**config.mk**
```make
export PLATFORM = sky130hd
export DESIGN_NAME = keyword_substitution_cipher_core
export DESIGN_NICKNAME = d
export VERILOG_FILES = /design/src/hdl/kws_pkg.sv /design/src/hdl/kws_ctrl.sv /design/src/hdl/kws_datapath.sv /design/src/hdl/keyword_substitution_cipher_core.sv
export SDC_FILE = /design/constraint.sdc
export NUM_CORES = 1
export LEC_CHECK = 0
export BUFFER_PORTS_ARGS = -buffer_cell sky130_fd_sc_hd__buf_4
export CORE_ASPECT_RATIO = 1.75
export CORE_MARGIN = 5
export CORE_UTILIZATION = 55
export DETAILED_ROUTE_END_ITERATION = 8
export HOLD_SLACK_MARGIN = 0.05
export PLACE_DENSITY = 0.81
export SYNTH_ARGS = -nofsm -noshare
export SYNTH_HDL_FRONTEND = slang
export SYNTH_SLANG_ARGS = --single-unit
export TNS_END_PERCENT = 1
```
**constraint.sdc**
```tcl
create_clock -name clk -period 6.4 [get_ports clk]
set_input_delay 0.64 -clock clk [delete_from_list [all_inputs] [get_ports clk]]
set_output_delay 0.64 -clock clk [all_outputs]
set_load 0.01 [all_outputs]
```
**src/hdl/kws_pkg.sv**
```systemverilog
// Shared types, constants and helper functions for the keyword substitution cipher.
package kws_pkg;

  localparam int LETTERS = 26;
  localparam int IDX_W   = 5;

  localparam logic [7:0] ASCII_UPPER_A = 8'h41;
  localparam logic [7:0] ASCII_UPPER_Z = 8'h5A;
  localparam logic [7:0] ASCII_LOWER_A = 8'h61;
  localparam logic [7:0] ASCII_LOWER_Z = 8'h7A;
  localparam logic [IDX_W-1:0] LAST_LETTER = IDX_W'(LETTERS - 1);
  localparam logic [IDX_W:0]   FULL_COUNT  = (IDX_W+1)'(LETTERS);

  typedef enum logic [1:0] {
    CMD_KEY     = 2'd0,
    CMD_FINISH  = 2'd1,
    CMD_ENCRYPT = 2'd2,
    CMD_DECRYPT = 2'd3
  } cmd_t;

  // Commands from the controller to the datapath.
  typedef struct packed {
    logic key_char;
    logic fill_init;
    logic fill_step;
    logic encrypt;
    logic decrypt;
  } ctrl_t;

  // Status from the datapath to the controller.
  typedef struct packed {
    logic keyword_open;
    logic fill_last;
  } stat_t;

  function automatic logic is_letter(input logic [7:0] c);
    return ((c >= ASCII_UPPER_A) && (c <= ASCII_UPPER_Z)) ||
           ((c >= ASCII_LOWER_A) && (c <= ASCII_LOWER_Z));
  endfunction

  // Letter index 0..25; zero for a non-letter.
  function automatic logic [IDX_W-1:0] letter_index(input logic [7:0] c);
    logic [7:0] d;
    d = 8'd0;
    if ((c >= ASCII_UPPER_A) && (c <= ASCII_UPPER_Z)) begin
      d = c - ASCII_UPPER_A;
    end else if ((c >= ASCII_LOWER_A) && (c <= ASCII_LOWER_Z)) begin
      d = c - ASCII_LOWER_A;
    end
    return d[IDX_W-1:0];
  endfunction

endpackage

```
**src/hdl/kws_ctrl.sv**
```systemverilog
// Controller state machine: decodes requests and sequences the finish fill.
module kws_ctrl (
  input  logic          clk,
  input  logic          rst,
  input  logic          start,
  input  logic [1:0]    command,
  input  kws_pkg::stat_t stat,
  output kws_pkg::ctrl_t ctrl,
  output logic          busy
);
  import kws_pkg::*;

  typedef enum logic [1:0] {
    ST_IDLE = 2'b01,
    ST_FILL = 2'b10
  } state_t;

  state_t state, state_next;
  logic   accept;

  assign accept = start && (state == ST_IDLE);
  assign busy   = (state == ST_FILL);

  always_comb begin
    state_next = state;
    ctrl       = '0;
    case (state)
      ST_IDLE: begin
        if (accept) begin
          case (cmd_t'(command))
            CMD_KEY:     ctrl.key_char = 1'b1;
            CMD_FINISH: begin
              if (stat.keyword_open) begin
                ctrl.fill_init = 1'b1;
                state_next     = ST_FILL;
              end
            end
            CMD_ENCRYPT: ctrl.encrypt = 1'b1;
            CMD_DECRYPT: ctrl.decrypt = 1'b1;
            default:     ctrl = '0;
          endcase
        end
      end
      ST_FILL: begin
        ctrl.fill_step = 1'b1;
        if (stat.fill_last) begin
          state_next = ST_IDLE;
        end
      end
      default: state_next = ST_IDLE;
    endcase
  end

  always_ff @(posedge clk) begin
    if (rst) begin
      state <= ST_IDLE;
    end else begin
      state <= state_next;
    end
  end

endmodule

```
**src/hdl/kws_datapath.sv**
```systemverilog
// Datapath: cipher tables, keyword bookkeeping, fill walker and result register.
module kws_datapath (
  input  logic           clk,
  input  logic           rst,
  input  logic [7:0]     char_in,
  input  kws_pkg::ctrl_t ctrl,
  output kws_pkg::stat_t stat,
  output logic           done,
  output logic [6:0]     char_out
);
  import kws_pkg::*;

  logic [IDX_W-1:0] fwd [LETTERS];
  logic [IDX_W-1:0] inv [LETTERS];
  logic [LETTERS-1:0] used;
  logic [IDX_W:0]     klen;
  logic               kopen;
  logic [IDX_W-1:0]   fill_letter;
  logic [IDX_W:0]     fill_pos;

  logic               letter;
  logic [IDX_W-1:0]   idx;
  logic [LETTERS-1:0] used_eff;
  logic [IDX_W:0]     klen_eff;
  logic               key_new;
  logic               fill_new;
  logic               fwd_we, inv_we;
  logic [IDX_W-1:0]   fwd_addr, fwd_data, inv_addr, inv_data;
  logic [IDX_W-1:0]   table_val;

  assign letter = is_letter(char_in);
  assign idx    = letter_index(char_in);

  // A keyword character that opens a new keyword sees an empty history.
  assign used_eff = kopen ? used : '0;
  assign klen_eff = kopen ? klen : '0;
  assign key_new  = ctrl.key_char && letter && !used_eff[idx] && (klen_eff < FULL_COUNT);
  assign fill_new = ctrl.fill_step && !used[fill_letter] && (fill_pos < FULL_COUNT);

  always_comb begin
    fwd_we   = key_new || fill_new;
    inv_we   = fwd_we;
    if (key_new) begin
      fwd_addr = klen_eff[IDX_W-1:0];
      fwd_data = idx;
      inv_addr = idx;
      inv_data = klen_eff[IDX_W-1:0];
    end else begin
      fwd_addr = fill_pos[IDX_W-1:0];
      fwd_data = fill_letter;
      inv_addr = fill_letter;
      inv_data = fill_pos[IDX_W-1:0];
    end
  end

  always_ff @(posedge clk) begin
    for (int e = 0; e < LETTERS; e++) begin
      if (rst) begin
        fwd[e] <= IDX_W'(e);
        inv[e] <= IDX_W'(e);
      end else begin
        if (fwd_we && (fwd_addr == IDX_W'(e))) fwd[e] <= fwd_data;
        if (inv_we && (inv_addr == IDX_W'(e))) inv[e] <= inv_data;
      end
    end
  end

  always_ff @(posedge clk) begin
    if (rst) begin
      used  <= '0;
      klen  <= '0;
      kopen <= 1'b0;
    end else if (ctrl.key_char) begin
      kopen <= 1'b1;
      if (key_new) begin
        used <= used_eff | (LETTERS'(1) << idx);
        klen <= klen_eff + 1'b1;
      end else begin
        used <= used_eff;
        klen <= klen_eff;
      end
    end else if (ctrl.fill_step && stat.fill_last) begin
      kopen <= 1'b0;
    end
  end

  always_ff @(posedge clk) begin
    if (ctrl.fill_init) begin
      fill_letter <= '0;
      fill_pos    <= klen;
    end else if (ctrl.fill_step) begin
      fill_letter <= fill_letter + 1'b1;
      if (fill_new) fill_pos <= fill_pos + 1'b1;
    end
  end

  assign stat.keyword_open = kopen;
  assign stat.fill_last    = (fill_letter == LAST_LETTER);

  assign table_val = ctrl.encrypt ? fwd[idx] : inv[idx];

  always_ff @(posedge clk) begin
    if (rst) begin
      done <= 1'b0;
    end else begin
      done <= (ctrl.encrypt || ctrl.decrypt) && letter;
    end
    char_out <= ASCII_LOWER_A[6:0] + {2'b00, table_val};
  end

endmodule

```
**src/hdl/keyword_substitution_cipher_core.sv**
```systemverilog
// Top level of the keyword substitution cipher: controller plus datapath.
// Result: an encrypt or decrypt request of a letter gives its result in the next cycle.
// Throughput: keyword and text requests are taken every cycle while not busy; a finish
// of an open keyword holds busy while the fill walker visits one letter per cycle.
// Reset (synchronous, rst high) restores identity tables and closes the keyword.
// The receiver cannot stall: done marks a result for exactly one cycle.
module keyword_substitution_cipher_core (
  input  logic       clk,
  input  logic       rst,
  input  logic       start,
  output logic       busy,
  input  logic [1:0] command,
  input  logic [7:0] char_in,
  output logic       done,
  output logic [6:0] char_out
);
  import kws_pkg::*;

  // Command and status groups between the two halves.
  ctrl_t ctrl;
  stat_t stat;

  // The controller accepts a request when start is high and it is not busy.
  // Only a finish request with an open keyword leaves the idle state.
  kws_ctrl u_ctrl (
    .clk     (clk),
    .rst     (rst),
    .start   (start),
    .command (command),
    .stat    (stat),
    .ctrl    (ctrl),
    .busy    (busy)
  );

  // The datapath holds both tables and registers each text result.
  kws_datapath u_datapath (
    .clk      (clk),
    .rst      (rst),
    .char_in  (char_in),
    .ctrl     (ctrl),
    .stat     (stat),
    .done     (done),
    .char_out (char_out)
  );

  // A result only follows an accepted encrypt or decrypt request.
  a_done_source: assert property (@(posedge clk) disable iff (rst)
    done |-> $past(start && !busy &&
                   (command == CMD_ENCRYPT || command == CMD_DECRYPT)))
    else $error("result without a text request");

  // Results are always lowercase letters.
  a_out_range: assert property (@(posedge clk) disable iff (rst)
    done |-> (char_out >= 7'd97 && char_out <= 7'd122))
    else $error("result outside the lowercase letters");

  // Busy only starts from an accepted finish request.
  a_busy_start: assert property (@(posedge clk) disable iff (rst)
    $rose(busy) |-> $past(start && command == CMD_FINISH))
    else $error("busy without a finish request");

  // No result is produced during the fill walk.
  a_no_done_fill: assert property (@(posedge clk) disable iff (rst)
    (busy && $past(busy)) |-> !done)
    else $error("result during fill");

endmodule

```
# Word-level counts from Yosys, hierarchy flattened
# Memory sizes are Yosys's and may differ from the RTL's.
# Cells that the tools add are included.
# word_totals
ff_bits,54
latch_bits,0
mem_bits_rw,260
romBits,0
out_inout_bits,9
word_cells,455
mem_count,2
# mem_list
name,words,word_bits,read_ports,rd_ports_with_merged_regs,write_ports,line_no,rtl
u_datapath.fwd,26,5,1,0,26,kws_datapath.sv:13,logic [IDX_W-1:0] fwd [LETTERS];
u_datapath.inv,26,5,1,0,26,kws_datapath.sv:14,logic [IDX_W-1:0] inv [LETTERS];
# classes
addsub,6
mul,0
div_mod_pow,0
n_lt_le_gt_ge,8
n_eq_ne,60
shifts,1
muxes,242
n_bitwise,53
reduce_logical,75
# ops
cell,count
$mux W5,58
$mux W1,167
$eq A5 B5 Y1 const B,21
$eq A5 B4 Y1 const B,16
$logic_and A1 B1 Y1,62
$mux W26,2
$or A1 B1 Y1,52
$eq A5 B3 Y1 const B,8
$mux W6,5
$or A26 B26 Y26,1
$shl A1 B5 Y26 const A,1
$eq A5 B2 Y1 const B,4
$ge A8 B7 Y1 const B,2
$le A8 B7 Y1 const B,2
$add A6 B1 Y6 const B,2
$lt A5 B6 Y1 const B,2
$lt A6 B5 Y1 const B,2
$mux W2,6
$bmux W1 S5,2
$eq A5 B1 Y1 const B,2
$logic_not A5 Y1,2
$sub A5 B1 Y5 const B,2
$add A6 B6 Y7 const A,1
$eq A2 B2 Y1 const B,3
12 further kinds,20

# Longest topological paths before layout
# depth
depth_word,16
depth_mapped,20
depth_no_buf,13

# Cells and area by module
# From an unflattened synthesis, not the netlist that was laid out.
# hier_totals
hier_cells,1574
area_unflattened_um2,16644.7
# by_module_without_submodules
mod,instances,cells_each,area_each_um2,seq_area_each_um2
kws_datapath,1,1559,16513.3,8908.5
kws_ctrl,1,15,131.4,40.0

# Worst setup path before layout
# OpenSTA, ideal clock, no wires.
# synth_path
kind,input-to-reg
startpoint,input port char_in[0]
endpoint,"memory u_datapath.fwd[12][0], enable pin"
setup_time_ps,374
arrival_time_ps,4657
setup_slack_ps,1369
stages,18
path_buffers,7
path_cell_list,buf_6 > clkinv_1 > clkbuf_1 > ha_1 > clkbuf_1 > or3b_1 > nor2_1 > clkbuf_1 > mux2_2 > o22ai_1 > nor2_2 > o31a_1 > buf_4 > nor2_4 > mux2_4 > buf_2 > buf_2 > o21ai_0
# synth_rtl
element,line_no,rtl
"start, declared",keyword_substitution_cipher_core.sv:13,"input logic [7:0] char_in,"
"end, declared",kws_datapath.sv:13,

# Worst setup path in the final report
# layout_path
startpoint,input port char_in[0]
endpoint,register u_datapath.char_out[4]
# layout_via
elab_chain_cells,7
elab_cells_between_ends,14
classes_between,add/sub: 3; order compare: 4; mux: 3; reduce/logical: 2; memory: 2
# layout_rtl
element,line_no,rtl
$ge A8 B7 Y1 / $le A8 B7 Y1 (equally long branches),kws_pkg.sv:47,end else if ((c >= ASCII_LOWER_A) && (c <= ASCII_LOWER_Z)) begin
$logic_and A1 B1 Y1,kws_pkg.sv:47,
$mux W5,kws_pkg.sv:47,
$mux W5 *,kws_pkg.sv:45,if ((c >= ASCII_UPPER_A) && (c <= ASCII_UPPER_Z)) begin
$mem_v2 Z26 W5 (on tied branches),-,
$mux W5 *,kws_datapath.sv:100,assign table_val = ctrl.encrypt ? fwd[idx] : inv[idx];
$add A6 B6 Y7 *,kws_datapath.sv:108,"char_out <= ASCII_LOWER_A[6:0] + {2'b00, table_val};"
"end signal, assigned",kws_datapath.sv:108,
"end, declared",kws_datapath.sv:9,output logic [6:0] char_out
# Mark *: on every way between the ends. The rest lies on a longest branch, timed or not.
# A chain may end at the register's enable or synchronous reset.

==> results.json <==
{
  "wirelength_met1_um": 20400,
  "holdWs_ns": 0.491,
  "htree_levels": 1,
  "outcome": "complete, no violations",
  "slew_headroom_pct": 12.1,
  "synthTopCellsByArea": "edfxtp_1 (48%), dfxtp_1 (5.7%), nor4_1 (5.0%)",
  "drc": 0,
  "cts_resized": 0,
  "finalCritPeriodShare_pct": 83.3,
  "clk_latency_ns": 0.59,
  "die_h_um": 241,
  "grt_max_degree": 86,
  "p_int_w": 0.00347,
  "numCtsBuffers": 28,
  "ir_drop_v": 0.000363,
  "crit_slowest_cell": "o31ai_1",
  "slew_viol_final": 0,
  "finalWirelength_um": 65200,
  "rsz0062_at_grt": "false",
  "ys_ff_latch": 314,
  "gp_congestion": 1.07,
  "pwr-share-seq_pct": 47.5,
  "max_cap_viol_count": 0,
  "portBuffers": 21,
  "path_max_fanout": 24,
  "synth.distinct_cells": 93,
  "start_kind": "input port",
  "ys_seq_area_share_pct": 53.5,
  "dp_cells": 1841,
  "grt_overflow": 0,
  "yosys.area.top_type": "edfxtp_1",
  "synthFlopType": "edfxtp_1",
  "num-nets-final": 1507,
  "pin_count": 22,
  "synthCells": 1527,
  "grt_pass1_vias": 14028,
  "wl_met2_um": 31300,
  "cp.arrival_ns": 5.79,
  "netlist.area_leader.share_pct": 47.8,
  "die_w_um": 142,
  "vias": 14461,
  "layout_setup_ws_ns": 1.07,
  "clock.fmax_ghz": 0.188,
  "path_cells": "buf_4 -> clkinv_1 -> ha_1 -> buf_4 -> nand2b_1 -> or3_1 -> buf_4 -> or3_1 -> buf_4 -> o221ai_1 -> a31oi_1 -> o211a_1 -> o31ai_1 -> inv_1 -> ha_1 -> nor3b_1 -> xnor2_1",
  "setup_violations": 0,
  "cellPowerDensity_nw_per_um2": 268,
  "dr.max_layer_used": "met4",
  "syn-cell-area_um2": 16700,
  "hold_viol_final": 0,
  "initial_utilization_pct": 55.6,
  "instances_no_fill": 1897,
  "stdcell_area_um2": 18200,
  "avgSynthCellArea_um2": 11.0,
  "cts_tree": "done",
  "core_area_um2": 30100,
  "drt_pre_antenna_iters": 9,
  "drive_gt1_share_pct": 14.8,
  "post_cts_buffers": 0,
  "grt_usage_pct": 37.8,
  "pre_cts_ws_ns": 0.630,
  "switching_share_pct": 28.8,
  "synth_edf_count": 266,
  "worst_slew_pin_slew_ns": 1.31,
  "cts_sinks": 314,
  "dieArea_um2": 34100,
  "met3_length_um": 6530,
  "finalSetupTns_ns": 0,
  "p_leak_nw": 5.48,
  "combPwrFrac_pct": 15.5,
  "cp_common_cell": "buf_4",
  "rows": 84,
  "antenna_found_initial": 1,
  "dp_hpwl_um": 45800,
  "wire_per_inst_um": 34.4,
  "finClkSkew_ns": 0.0235,
  "crit_required_ns": 6.86,
  "clkTransAtPathRegs_ns": 0.07,
  "synth_nets": 1548,
  "p_clk_share_pct": 37.0,
  "area_growth_pct": 8.84,
  "postRouteAntennaNets": 0,
  "cts_buffer_depth": 3,
  "cts-root-buf": "clkbuf_16",
  "hp-class": "reg2reg",
  "criticalPathCategory": "in2reg",
  "switchingPower_w": 0.00140,
  "first_iter_violations": 2119,
  "crit_path_end_kind": "register",
  "async_flop_share_pct": 0,
  "placed_area_um2": 17200,
  "viasPerCell": 7.62,
  "cts_hold_buf": 0,
  "critPathMaxStageDelay_ns": 1.06,
  "yosys_warnings": 0,
  "min_period_ns": 5.33,
  "grt_pass1_wl_um": 94000
}
[cell usage in the layout (no fill, tap or decap), types with 13 or more instances in the layout]
cell	Yosys	final
nand2b_1	14	14
a211oi_1	22	22
nand3_1	28	28
or4_1	40	40
buf_4	5	98
inv_1	20	19
mux2i_1	31	30
and2_1	19	19
dfxtp_1	48	48
edfxtp_1	266	266
o22ai_1	28	28
or3_1	18	18
nand4_1	54	54
nor4_1	134	133
a21oi_1	38	37
o221ai_1	13	13
nor3_1	51	51
a32oi_1	13	13
mux2_2	16	16
nand2_1	74	74
nor2_1	63	63
o21ai_0	73	72
clkbuf_16	0	29
[path summary, 6_finish.rpt]
| check | startpoint | to | slack [ns] | cells after the start |
|---|---|---|---|---|
| worst max-delay path | char_in[0] | u_datapath.char_out[4]$_DFF_P_ | 1.07 | 17 |
| worst min-delay path | u_datapath.used[7]$_SDFFE_PP0P_ | u_datapath.used[7]$_SDFFE_PP0P_ | 0.49 | 1 |
| worst max register to register | u_datapath.klen[2]$_SDFFE_PP0P_ | u_datapath.inv[0][3]$_SDFFCE_PN0P_ | 1.62 | 9 |
| worst min register to register | u_datapath.used[7]$_SDFFE_PP0P_ | u_datapath.used[7]$_SDFFE_PP0P_ | 0.49 | 1 |
[cells by family (layout without fill, tap and decap cells)]
kind of cell,count (synthesis),in the layout,share of synthesized area (%)
xor+xnor,17,17,0.890
buf+inv,192,172,4.98
flops,314,314,53.5
other cells,0,3,0
fa+ha+maj,8,8,0.599
mux,54,54,3.83
simple gates,562,562,19.5
compound gates,380,380,16.7
[metrics by stage]
stage               util (%)  total power (W)
floorplan                  -          0.00275
global placement        57.3          0.00306
detailed placement      57.3          0.00307
CTS                     60.5          0.00482
global route            60.5          0.00498
finish                  60.6          0.00487
[worst max-delay path, delay by kind of cell]
kind            cells  cell delay, ns
buf+inv             6            1.20
xor+xnor            1            0.17
simple gates        4            1.30
compound gates      4            1.86
fa+ha+maj           2            0.58
[synth_stat cells, types with 38 or more instances]
| master | n |
|---|---|
| edfxtp_1 | 266 |
| nor4_1 | 134 |
| clkbuf_1 | 105 |
| nand2_1 | 74 |
| o21ai_0 | 73 |
| nor2_1 | 63 |
| nand4_1 | 54 |
| nor3_1 | 51 |
| buf_2 | 50 |
| dfxtp_1 | 48 |
| or4_1 | 40 |
| a21oi_1 | 38 |
[metal layers]
metal	GRT usage (%)	vias to the layer above
met5	0	-
met4	31.5	0
met3	6.42	355
met2	62.7	1172
met1	42.2	6890
li1	-	6044
[power by group through the flow]
stage	clock (W)	sequential [W]	combinational, W
2_1_floorplan	0	0.00232	0.000435
3_3_place_gp	0	0.00235	0.000710
3_5_place_dp	0	0.00236	0.000716
4_1_cts	0.00179	0.00231	0.000718
5_1_grt	0.00189	0.00232	0.000772
6_report	0.00180	0.00231	0.000757
[layout make-up]
| class | instances | area, um2 |
|---|---|---|
| fill | 2521 | 11900 |
| sequential | 314 | 8950 |
| tap | 387 | 484 |
| inverter | 21 | 78.8 |
| multi-input combinational | 1021 | 6970 |
| clock inverter | 19 | 230 |
| antenna | 3 | 7.51 |
| clock buffer | 32 | 737 |
| timing repair buffer | 100 | 748 |
[flip-flops by register name, indices dropped and copies added (netlist names)]
name	count
u_datapath.fill_pos	6
u_datapath.fwd	130
u_datapath.done	1
u_datapath.char_out	7
u_datapath.used	26
u_datapath.kopen	1
u_ctrl.state	2
u_datapath.klen	6
u_datapath.fill_letter	5
u_datapath.inv	130
No activity file was read; power rests on OpenSTA's default activity.
